===== src/hdl/kst_pkg.sv =====
// shared types and constants for the keyed slot table
package kst_pkg;

    localparam int KIND_W  = 2;
    localparam int KEY_W   = 64;
    localparam int ENTRY_W = 16;
    localparam int CODE_W  = 3;

    localparam int NUM_SLOTS_DEFAULT = 128;

    // request kinds
    localparam logic [KIND_W-1:0] REQ_ALLOC   = 2'd0;
    localparam logic [KIND_W-1:0] REQ_QUERY   = 2'd1;
    localparam logic [KIND_W-1:0] REQ_RELEASE = 2'd2;

    // result codes
    localparam logic [CODE_W-1:0] RES_ALLOCATED = 3'd0;
    localparam logic [CODE_W-1:0] RES_FULL      = 3'd1;
    localparam logic [CODE_W-1:0] RES_OCCUPIED  = 3'd2;
    localparam logic [CODE_W-1:0] RES_FREE      = 3'd3;
    localparam logic [CODE_W-1:0] RES_INVALID   = 3'd4;
    localparam logic [CODE_W-1:0] RES_RELEASED  = 3'd5;
    localparam logic [CODE_W-1:0] RES_NOT_FOUND = 3'd6;
    localparam logic [CODE_W-1:0] RES_UNKNOWN   = 3'd7;

    // request token that walks down the row of cells
    typedef struct packed {
        logic [KIND_W-1:0]  kind;
        logic [KEY_W-1:0]   key;
        logic [ENTRY_W-1:0] num;
        logic               done;
        logic [CODE_W-1:0]  code;
        logic [ENTRY_W-1:0] entry;
        logic [KEY_W-1:0]   rkey;
    } kst_token_t;

endpackage


===== src/hdl/kst_out_stage.sv =====
// end of the cell row: settles unmatched requests and holds the result item
module kst_out_stage (
    input  logic                              clk,
    input  logic                              rst_n,
    input  logic                              advance,
    input  logic                              tok_valid,
    input  kst_pkg::kst_token_t               tok,
    output logic                              out_valid,
    output logic [kst_pkg::CODE_W-1:0]        result_code,
    output logic [kst_pkg::ENTRY_W-1:0]       result_entry,
    output logic [kst_pkg::KEY_W-1:0]         result_key
);

    logic                          out_valid_reg;
    logic [kst_pkg::CODE_W-1:0]    code_reg;
    logic [kst_pkg::CODE_W-1:0]    code_next;
    logic [kst_pkg::ENTRY_W-1:0]   entry_reg;
    logic [kst_pkg::ENTRY_W-1:0]   entry_next;
    logic [kst_pkg::KEY_W-1:0]     key_reg;
    logic [kst_pkg::KEY_W-1:0]     key_next;

    always_comb
    begin
        code_next  = tok.code;
        entry_next = tok.entry;
        key_next   = tok.rkey;
        if (!tok.done)
        begin
            key_next = tok.key;
            unique case (tok.kind)
                kst_pkg::REQ_ALLOC:
                begin
                    code_next  = kst_pkg::RES_FULL;
                    entry_next = '0;
                end
                kst_pkg::REQ_QUERY:
                begin
                    // no cell matched the number, so it is out of range
                    code_next  = kst_pkg::RES_INVALID;
                    entry_next = tok.num;
                end
                kst_pkg::REQ_RELEASE:
                begin
                    code_next  = kst_pkg::RES_NOT_FOUND;
                    entry_next = '0;
                end
                default:
                begin
                    code_next  = kst_pkg::RES_UNKNOWN;
                    entry_next = '0;
                end
            endcase
        end
    end

    always_ff @(posedge clk or negedge rst_n)
    begin
        if (!rst_n)
        begin
            out_valid_reg <= 1'b0;
        end
        else if (advance)
        begin
            out_valid_reg <= tok_valid;
        end
    end

    always_ff @(posedge clk)
    begin
        if (advance)
        begin
            code_reg  <= code_next;
            entry_reg <= entry_next;
            key_reg   <= key_next;
        end
    end

    assign out_valid    = out_valid_reg;
    assign result_code  = code_reg;
    assign result_entry = entry_reg;
    assign result_key   = key_reg;

endmodule


===== config.mk =====
export PLATFORM = sky130hd
export DESIGN_NAME = kst_out_stage
export DESIGN_NICKNAME = d
export VERILOG_FILES = /design/src/hdl/kst_pkg.sv /design/src/hdl/kst_out_stage.sv
export SDC_FILE = /design/constraint.sdc
export NUM_CORES = 1
export LEC_CHECK = 0
export BUFFER_PORTS_ARGS = -buffer_cell sky130_fd_sc_hd__buf_2
export CORE_AREA = 2 2 112 87
export CTS_CLUSTER_DIAMETER = 150
export CTS_CLUSTER_SIZE = 40
export DETAILED_ROUTE_END_ITERATION = 8
export DIE_AREA = 0 0 114 89
export PLACE_DENSITY = 0.89
export SYNTH_ARGS = -nofsm -noshare
export SYNTH_HDL_FRONTEND = slang
export SYNTH_SLANG_ARGS = --single-unit
export TNS_END_PERCENT = 100

===== constraint.sdc =====
create_clock -name clk -period 1 [get_ports clk]
set_input_delay 0.1 -clock clk [delete_from_list [all_inputs] [get_ports clk]]
set_output_delay 0.1 -clock clk [all_outputs]
set_load 0.01 [all_outputs]

==> flow_metrics.py <==
metrics = {
    "run_status": {
        "outcome": "complete, but fails checks",
        "violations": "setup timing",
    },
    "detailed_routing": {
        "routed_via_density": 4.71,
        "drt_iter0_markers": 109,
        "vias": 2727,
        "firstDrtPassIters": 4,
        "drc": 0,
        "routed_wl_mm": 9.57,
        "wl_per_cell_um": 16.5,
        "drtAntennaViolNets": 0,
    },
    "synth": {
        "netlist_instances": 191,
        "yosys.cell_types.count": 16,
        "yosys_warnings": 0,
        "netlist_area_um2": 3690,
        "ys_ff_latch": 84,
        "syn_nets": 365,
        "seq_area_frac_synth_pct": 68.2,
        "avgSynthCellArea_um2": 19.3,
    },
    "die": {
        "die_area_um2": 10100,
        "pin_count": 254,
        "floorplan.rows": 30,
        "die_h_um": 89,
        "die_w_um": 114,
        "start_util_pct": 41.3,
        "core_area_um2": 8930,
    },
    "timing": {
        "finalCritPeriodShare_pct": 101,
        "setup_viol": 2,
        "hold_viol": 0,
        "worst_pin_slew_ns": 0.193,
        "finClkSkew_ns": 0,
        "max-slew-margin-rel_pct": 87.1,
        "rsz0062_at_grt": "true",
        "clock.fmax_mhz": 989,
        "worst_slack_ns": -0.0112,
        "fin_crit_ns": 1.01,
        "slew_viol_final": 0,
    },
    "cts": {
        "ctsResizeCount": 0,
        "clk_path_buf_depth": 2,
        "cts-buffers-inserted": 9,
        "insertion_delay_ns": 0.33,
        "cts.clk_slew.worst_paths_ns": 0.06,
        "htree_levels": 3,
        "cts_tree": "done",
        "cts_root_buffer": "clkbuf_16",
        "clock-sinks": 84,
    },
    "critical_path": {
        "crit_arrival_ns": 0.91,
        "reg2regPathDepth": 1,
        "worstPathCellList": "buf_2",
        "r2r_start": "out_valid$_DFFE_PN0P_",
        "crit_family": "flip-flops",
        "cp-end-kind": "output port",
        "critPathMaxStageDelay_ns": 0.42,
        "cp_slowest_cell": "edfxtp_1",
        "startpoint": "result_entry[9]$_DFFE_PP_",
        "required_ns": 0.90,
        "crit_type": "reg2out",
        "r2r_slack_ns": 0.25,
        "r2r-end": "out_valid$_DFFE_PN0P_",
        "cp_max_fo": 1,
        "cp.buffers_inverters": 1,
        "cp-start-kind": "register",
    },
    "global_routing": {
        "grt_pass1_vias": 2862,
        "antenna_found_initial": 0,
        "grt_overflow_total": 0,
        "track_usage_pct": 18.0,
        "grt_max_degree": 34,
        "grt_pass1_wl_mm": 13.7,
    },
    "min_path": {
        "worstHoldStart": "tok[96]",
        "min_path_cells": 2,
        "hold_end": "result_entry[12]$_DFFE_PP_",
        "min_path_type": "in2reg",
    },
    "place": {
        "dp.cells": 561,
        "io_buffers": 253,
        "dpl_cell_area_um2": 5220,
        "place.gp.congestion": 0.773,
        "post-place-ws_ns": -0.231,
        "hpwl_mm": 7.66,
    },
    "final_layout": {
        "fillers": 682,
        "finalInstanceArea_um2": 5530,
        "nNetsFinal": 636,
        "diodes": 0,
        "fin_cells": 579,
        "area_growth_pct": 49.9,
        "drive_gt1_share_pct": 74.7,
        "largest_reg_flops": 64,
    },
    "power_and_ir_drop": {
        "powerDensity_nw_per_um2": 1620,
        "p_leak_nw": 2.57,
        "peakVddDrop_mv": 0.980,
    },
    "job": {
        "cap_violations": 0,
    },
}
[per-stage QoR]
stage	utilization [%]	TNS (ns)	hold WS [ns]	power [W]
final	61.9	-0.0205	0.0533	0.00895
after global routing	61.9	-0.0832	0.0493	0.00931
after CTS	61.9	-0.0472	0.0380	0.00907
after detailed placement	58.5	-7.18	-0.121	0.00584
after global placement	58.5	-6.22	-0.121	0.00579
after floorplan	-	-1.27	-0.196	0.00502
[power by group]
part / internal, W / switching (W) / leakage [nW]
Combinational: 0.000790 / 0.000636 / 1.61
Clock: 0.00200 / 0.00119 / 0.141
Sequential: 0.00425 / 0.0000843 / 0.822
Total: 0.00704 / 0.00191 / 2.57
[logic make-up (layout without fill, tap and decap cells)]
| kind of cell | after synthesis | after routing | synth area share, % |
|---|---|---|---|
| flip-flops | 84 | 84 | 68.2 |
| buffers and inverters | 15 | 291 | 2.85 |
| adder cells (fa/ha/maj) | 4 | 4 | 1.36 |
| multiplexers | 66 | 66 | 23.1 |
| AO/OA/AOI/OAI | 18 | 18 | 4.07 |
| AND/OR/NAND/NOR | 4 | 4 | 0.475 |
[repair_timing]
action | 4_1_cts | 5_1_grt
hold buffers | 2 | 0
gates cloned | 0 | 0
setup endpoints to repair | 4 | 4
setup buffers | 0 | 0
pin swaps | 0 | 0
endpoints found under the hold margin | 2 | 0
[layout make-up]
type	count	area [µm²]	share of cell area, %
Clock buffer	14	254	4.59
Clock inverter	2	35.0	0.633
Inverter	3	23.8	0.430
Multi-Input combinational cell	92	1080	19.5
Sequential cell	84	2520	45.5
Tap cell	112	140	2.53
Timing Repair Buffer	272	1480	26.8
[routing by layer]
metal	up-vias	wire, µm	global-route usage [%]
li1	1293	-	-
met1	1254	3430	19.0
met2	155	5170	33.7
met3	25	706	5.56
met4	0	269	7.43
met5	-	0	0
[cell usage in the layout (no fill, tap or decap), types with 2 or more instances in the layout]
cell type | Yosys | layout
clkbuf_16 | 0 | 9
buf_12 | 0 | 5
dlygate4sd3_1 | 0 | 2
a22o_1 | 16 | 16
mux2_4 | 29 | 29
ha_1 | 4 | 3
mux2_2 | 36 | 36
inv_1 | 3 | 2
edfxtp_1 | 83 | 83
nand2_1 | 2 | 2
buf_4 | 1 | 14
buf_2 | 5 | 251
o21ai_0 | 2 | 2
clkbuf_1 | 0 | 4
[worst max path at each step]
| stage | to | depth (start not counted) |
|---|---|---|
| after CTS | result_entry[9] | 1 |
| after detailed placement | result_entry[11]$_DFFE_PP_ | 6 |
| after global placement | result_entry[6]$_DFFE_PP_ | 6 |
| after global routing | result_entry[9] | 1 |
| final | result_entry[9] | 1 |
| after floorplan | result_entry[10]$_DFFE_PP_ | 6 |
[cell usage after synthesis]
library cell | instances | area, µm²
ha_1 | 4 | 50.1
mux2_4 | 29 | 435
clkbuf_2 | 1 | 5.00
o21ai_0 | 2 | 10.0
a22o_1 | 16 | 140
mux2_2 | 36 | 405
nor2b_1 | 1 | 6.26
inv_1 | 3 | 11.3
dfrtp_1 | 1 | 25.0
edfxtp_1 | 83 | 2490
mux2i_1 | 1 | 10.0
buf_6 | 5 | 56.3
buf_4 | 1 | 7.51
nand2_1 | 2 | 7.51
nor2_1 | 1 | 3.75
buf_2 | 5 | 25.0
Note: power is estimated with default switching activity, not from simulation.
