### config.mk
export PLATFORM = sky130hd
export DESIGN_NAME = kst_cell
export DESIGN_NICKNAME = d
export VERILOG_FILES = /design/src/hdl/kst_pkg.sv /design/src/hdl/kst_cell.sv
export SDC_FILE = /design/constraint.sdc
export NUM_CORES = 1
export LEC_CHECK = 0
export ABC_AREA = 0
export BUFFER_PORTS_ARGS = -buffer_cell sky130_fd_sc_hd__buf_2
export CORE_MARGIN = 5
export CORE_UTILIZATION = 46
export DETAILED_ROUTE_END_ITERATION = 6
export HOLD_SLACK_MARGIN = 0.08
export PLACE_DENSITY = 0.81
export SLEW_MARGIN = 5
export SYNTH_ARGS = -nofsm -noshare
export SYNTH_HDL_FRONTEND = slang
export SYNTH_SLANG_ARGS = --single-unit
### constraint.sdc
create_clock -name clk -period 2.48 [get_ports clk]
set_input_delay 0.62 -clock clk [delete_from_list [all_inputs] [get_ports clk]]
set_output_delay 0.62 -clock clk [all_outputs]
set_load 0.1 [all_outputs]
### src/hdl/kst_pkg.sv
// shared types and constants for the keyed slot table
package kst_pkg;

    localparam int KIND_W  = 2;
    localparam int KEY_W   = 64;
    localparam int ENTRY_W = 16;
    localparam int CODE_W  = 3;

    localparam int NUM_SLOTS_DEFAULT = 128;

    // request kinds
    localparam logic [KIND_W-1:0] REQ_ALLOC   = 2'd0;
    localparam logic [KIND_W-1:0] REQ_QUERY   = 2'd1;
    localparam logic [KIND_W-1:0] REQ_RELEASE = 2'd2;

    // result codes
    localparam logic [CODE_W-1:0] RES_ALLOCATED = 3'd0;
    localparam logic [CODE_W-1:0] RES_FULL      = 3'd1;
    localparam logic [CODE_W-1:0] RES_OCCUPIED  = 3'd2;
    localparam logic [CODE_W-1:0] RES_FREE      = 3'd3;
    localparam logic [CODE_W-1:0] RES_INVALID   = 3'd4;
    localparam logic [CODE_W-1:0] RES_RELEASED  = 3'd5;
    localparam logic [CODE_W-1:0] RES_NOT_FOUND = 3'd6;
    localparam logic [CODE_W-1:0] RES_UNKNOWN   = 3'd7;

    // request token that walks down the row of cells
    typedef struct packed {
        logic [KIND_W-1:0]  kind;
        logic [KEY_W-1:0]   key;
        logic [ENTRY_W-1:0] num;
        logic               done;
        logic [CODE_W-1:0]  code;
        logic [ENTRY_W-1:0] entry;
        logic [KEY_W-1:0]   rkey;
    } kst_token_t;

endpackage

### src/hdl/kst_cell.sv
// one table entry: occupied flag, key, and one stage of the request token
module kst_cell #(
    parameter int CELL_NUM = 1
) (
    input  logic                clk,
    input  logic                rst_n,
    input  logic                advance,
    input  logic                tok_valid_in,
    input  kst_pkg::kst_token_t tok_in,
    output logic                tok_valid_out,
    output kst_pkg::kst_token_t tok_out
);

    localparam logic [kst_pkg::ENTRY_W-1:0] MY_NUM = kst_pkg::ENTRY_W'(CELL_NUM);

    logic                        used_reg;
    logic                        used_next;
    logic [kst_pkg::KEY_W-1:0]   key_reg;
    logic [kst_pkg::KEY_W-1:0]   key_next;
    logic                        tok_valid_reg;
    kst_pkg::kst_token_t         tok_reg;
    kst_pkg::kst_token_t         tok_next;

    always_comb
    begin
        used_next = used_reg;
        key_next  = key_reg;
        tok_next  = tok_in;
        if (tok_valid_in && !tok_in.done)
        begin
            unique case (tok_in.kind)
                kst_pkg::REQ_ALLOC:
                begin
                    if (!used_reg)
                    begin
                        used_next      = 1'b1;
                        key_next       = tok_in.key;
                        tok_next.done  = 1'b1;
                        tok_next.code  = kst_pkg::RES_ALLOCATED;
                        tok_next.entry = MY_NUM;
                        tok_next.rkey  = tok_in.key;
                    end
                end
                kst_pkg::REQ_QUERY:
                begin
                    if (tok_in.num == MY_NUM)
                    begin
                        tok_next.done  = 1'b1;
                        tok_next.code  = used_reg ? kst_pkg::RES_OCCUPIED : kst_pkg::RES_FREE;
                        tok_next.entry = MY_NUM;
                        tok_next.rkey  = used_reg ? key_reg : tok_in.key;
                    end
                end
                kst_pkg::REQ_RELEASE:
                begin
                    if (used_reg && key_reg == tok_in.key)
                    begin
                        used_next      = 1'b0;
                        tok_next.done  = 1'b1;
                        tok_next.code  = kst_pkg::RES_RELEASED;
                        tok_next.entry = MY_NUM;
                        tok_next.rkey  = tok_in.key;
                    end
                end
                default:
                begin
                    tok_next = tok_in;
                end
            endcase
        end
    end

    always_ff @(posedge clk or negedge rst_n)
    begin
        if (!rst_n)
        begin
            used_reg      <= 1'b0;
            tok_valid_reg <= 1'b0;
        end
        else if (advance)
        begin
            used_reg      <= used_next;
            tok_valid_reg <= tok_valid_in;
        end
    end

    always_ff @(posedge clk)
    begin
        if (advance)
        begin
            key_reg <= key_next;
            tok_reg <= tok_next;
        end
    end

    assign tok_valid_out = tok_valid_reg;
    assign tok_out       = tok_reg;

endmodule

==> flow_summary.ini <==
[run_status]
result_of_the_run = finished, violations left
failed_checks = negative setup slack

[yosys]
synth_ff_type = edfxtp_1
postSynthCellCount = 737
yosys.cell_count.top_type = edfxtp_1
synth_nets = 907
synth_async_sr_flop_share = 0.00862
syn_area_um2 = 10500
yosysUniqueCellTypes = 40
synth_largest_type_area_fraction = 0.660
postSynthRegisterBits = 232
cell_accounting_for_the_most_synthesized_area = edfxtp_1
synth-edff-count = 230
yosysWarnings = 0
synth.top_cells.by_count = edfxtp_1 (230), a221o_1 (64), a21oi_1 (49)
mapped_avg_cell_area_um2 = 14.2
seq_area_frac_synth = 0.665
ys_top_cells_by_area = edfxtp_1 (66%), a221o_1 (6.1%), mux2_2 (4.4%), and3_1 (2.5%), a21oi_1 (2.3%)

[critical_path]
max_stage_delay_ns = 0.43
crit_arrival_ns = 3.08
maximum_fanout_encountered_on_the_critical_timing_path = 12
r2r-end = tok_out[2]
timing.rr.start = key_reg[61]
path_delay_family = compound AO/OA/AOI/OAI gates
cp-startpoint = key_reg[61]
critical_path.n_buffers_inverters = 3
worstRegToRegCells = 9
startpoint_type = flop
timing.reg2reg.setup_slack_ns = -0.33
endpoint_class_of_the_critical_path = flop
critical-path-slowest-cell = or3_4
worst_ep_required_time_ns = 2.74
crit_path_cell_trace = inv_1, a22o_1, nor4_2, buf_4, nand4_1, or3_4, a21o_4, clkbuf_16, a221o_1
critical_path_class = flop to flop

[timing]
max-slew-margin-rel = 0.570
peak_freq_mhz = 356
setup_slack_ns = -0.332
period_share = 1.13
setup-violations-final = 81
fin_worst_skew_ns = 0.00599
slew_violations = 0
worstMarginPinSlew_ns = 0.645
rsz_0062_raised_after_global_routing = yes
period_needed_ns = 2.81
final_hold_viol_count = 0

[clocking]
ctsLongestPathBuffers = 3
clock_tree_from_tritoncts = done
tritoncts.num_buffers = 26
cts_max_level = 1
cts.root.buffer_cell = clkbuf_16
worstSkewPairLatency_ns = 0.52
clock_sink_count = 232
clkTransAtPathRegs_ns = 0.06

[pwr]
seq_power_share = 0.398
cellInternalPower_uw = 7880
p_comb_frac = 0.248
power.share.clock = 0.353
power.static_leakage_uw = 0.00611
power_density_nw_per_um2 = 808
p_sw_uw = 3870
vdd_ir_drop_max_mv = 0.625
netSwitchingFraction = 0.330

[drt]
detail_route.vias_per_cell = 5.58
highest_layer = met5
met2_wirelength_um = 17100
wire_per_inst_um = 22.8
drcViolationCount = 0
drt_wl_total_um = 33800
detail_route.first_pass.iterations = 5
routed-via-count = 8275
drt_iter0_drc = 652
met1_length_um = 12800
route.antenna.remaining_nets = 0
route.met3.wl_um = 3000

[floorplanning]
core.rowCount = 55
io-pin-count = 337
fp.dieArea_um2 = 25900
die_w_um = 161
design.core.area_um2 = 22500
start_util = 0.465
fp.dieH_um = 161

[grt]
first_global_vias = 8460
global_route.usage.total = 0.240
gr-total-overflow = 0
global_route_wire_length_before_repair_um = 48800
antenna_found_initial = 5
grt_start_max_net_pins = 119

[cells_and_area]
instances_no_fill = 1483
syn_to_final_growth_pct = 39.1
finish.net_count = 1346
number_of_flip_flops_in_the_largest_register = 166
fraction_of_layout_cells_with_a_size_suffix_above_1 = 0.478
utilization = 0.647

[hold_path]
worst_hold_path_depth = 1
hp-start = tok_in[99]
hold_path.class = primary input to flop
hold_end = tok_out[99]

[run]
drv.max_cap_violation_count = 0

[placed_design]
worst_case_setup_slack_after_placement_ns = -0.685
dp.cells = 1419
placement.io_buffers = 336
hpwl_um = 22900
gp_routability_congestion = 0.787
layer usage:
metal / vias to the layer above / track usage
met5: - / 0
met4: 4 / 0.0655
met2: 445 / 0.430
met1: 4001 / 0.291
met3: 57 / 0.0582
li1: 3768 / -
repair_timing:
action,in CTS,in global routing
resized for setup,9,27
setup buffers,2,2
cloned,1,8
setup endpoints to repair,82,82
pin swaps,6,6
endpoints found under the hold margin,2,0
hold buffers,1,0
power by group through the flow:
stage               logic, uW  clock network [uW]  registers, uW
detailed placement       2860                   0           4760
CTS                      2880                4220           4690
global route             3030                4380           4700
floorplan                 564                   0           6330
global placement         2810                   0           4760
finish                   2920                4150           4680
through the flow:
step	hold slack, ns	area (um^2)	TNS (ns)	power (uW)
2_1_floorplan	0.324	10600	-9.61	6890
3_3_place_gp	0.437	13300	-49.24	7570
3_5_place_dp	0.435	13300	-52.14	7620
4_1_cts	0.269	14300	-17.90	11800
5_1_grt	0.275	14600	-29.85	12100
6_report	0.292	14600	-21.24	11800
placed cells by master (no fill, tap or decap), types with 2 or more instances in the layout:
cell / synthesis / routed
or4_1: 3 / 2
a21oi_1: 49 / 49
buf_4: 0 / 97
bufinv_16: 0 / 6
nor4_4: 1 / 2
nor2_1: 27 / 26
xnor2_2: 0 / 9
a221o_1: 64 / 64
clkinv_2: 0 / 4
or2_2: 2 / 2
diode_2: 0 / 3
o21ai_0: 6 / 6
nor3_1: 3 / 2
nand4_1: 15 / 15
clkbuf_16: 0 / 32
o22a_1: 24 / 24
edfxtp_1: 230 / 230
nand3_1: 3 / 2
nand2b_1: 15 / 15
buf_2: 7 / 335
xnor2_1: 28 / 19
mux2_2: 41 / 41
nand2_1: 16 / 15
and2_4: 0 / 11
nor4b_1: 2 / 2
nor4_2: 0 / 3
inv_1: 31 / 31
buf_6: 3 / 6
xor2_1: 26 / 25
and3_1: 41 / 41
clkbuf_1: 31 / 7
buf_8: 0 / 2
and2_1: 15 / 4
nor2b_1: 24 / 24
buf_12: 0 / 7
o22ai_1: 2 / 2
nor4_1: 13 / 9
logic make-up (layout without fill, tap and decap cells):
group	after synthesis	count (layout)	share of synthesized area
DFF	232	232	0.665
and+or+nand+nor	183	183	0.101
AOI/OAI and AO/OA	152	152	0.114
buffers and inverters	74	532	0.0295
xor gates and xnor gates	54	54	0.0452
muxes	42	42	0.0451
other	0	3	0
worst max-delay path by stage:
| stage | end | slack (ns) | cells after the start |
|---|---|---|---|
| after global routing | tok_out[0] | -0.42 | 8 |
| after global placement | tok_out[30] | -0.65 | 9 |
| after floorplan | tok_out[12] | -0.21 | 8 |
| after detailed placement | tok_out[2] | -0.68 | 9 |
| final | tok_out[2] | -0.33 | 9 |
| after CTS | tok_out[6] | -0.28 | 9 |
area by class of cell:
cell class	count	area, um^2
diodes	3	7.51
clock inverters	13	220
repair buffers	454	2810
multi-input cells	431	3380
flip-flops and latches	232	6960
clock buffers	34	702
well taps	285	357
fillers	1678	7950
inverters	31	116
(Power assumes the default switching activity.)
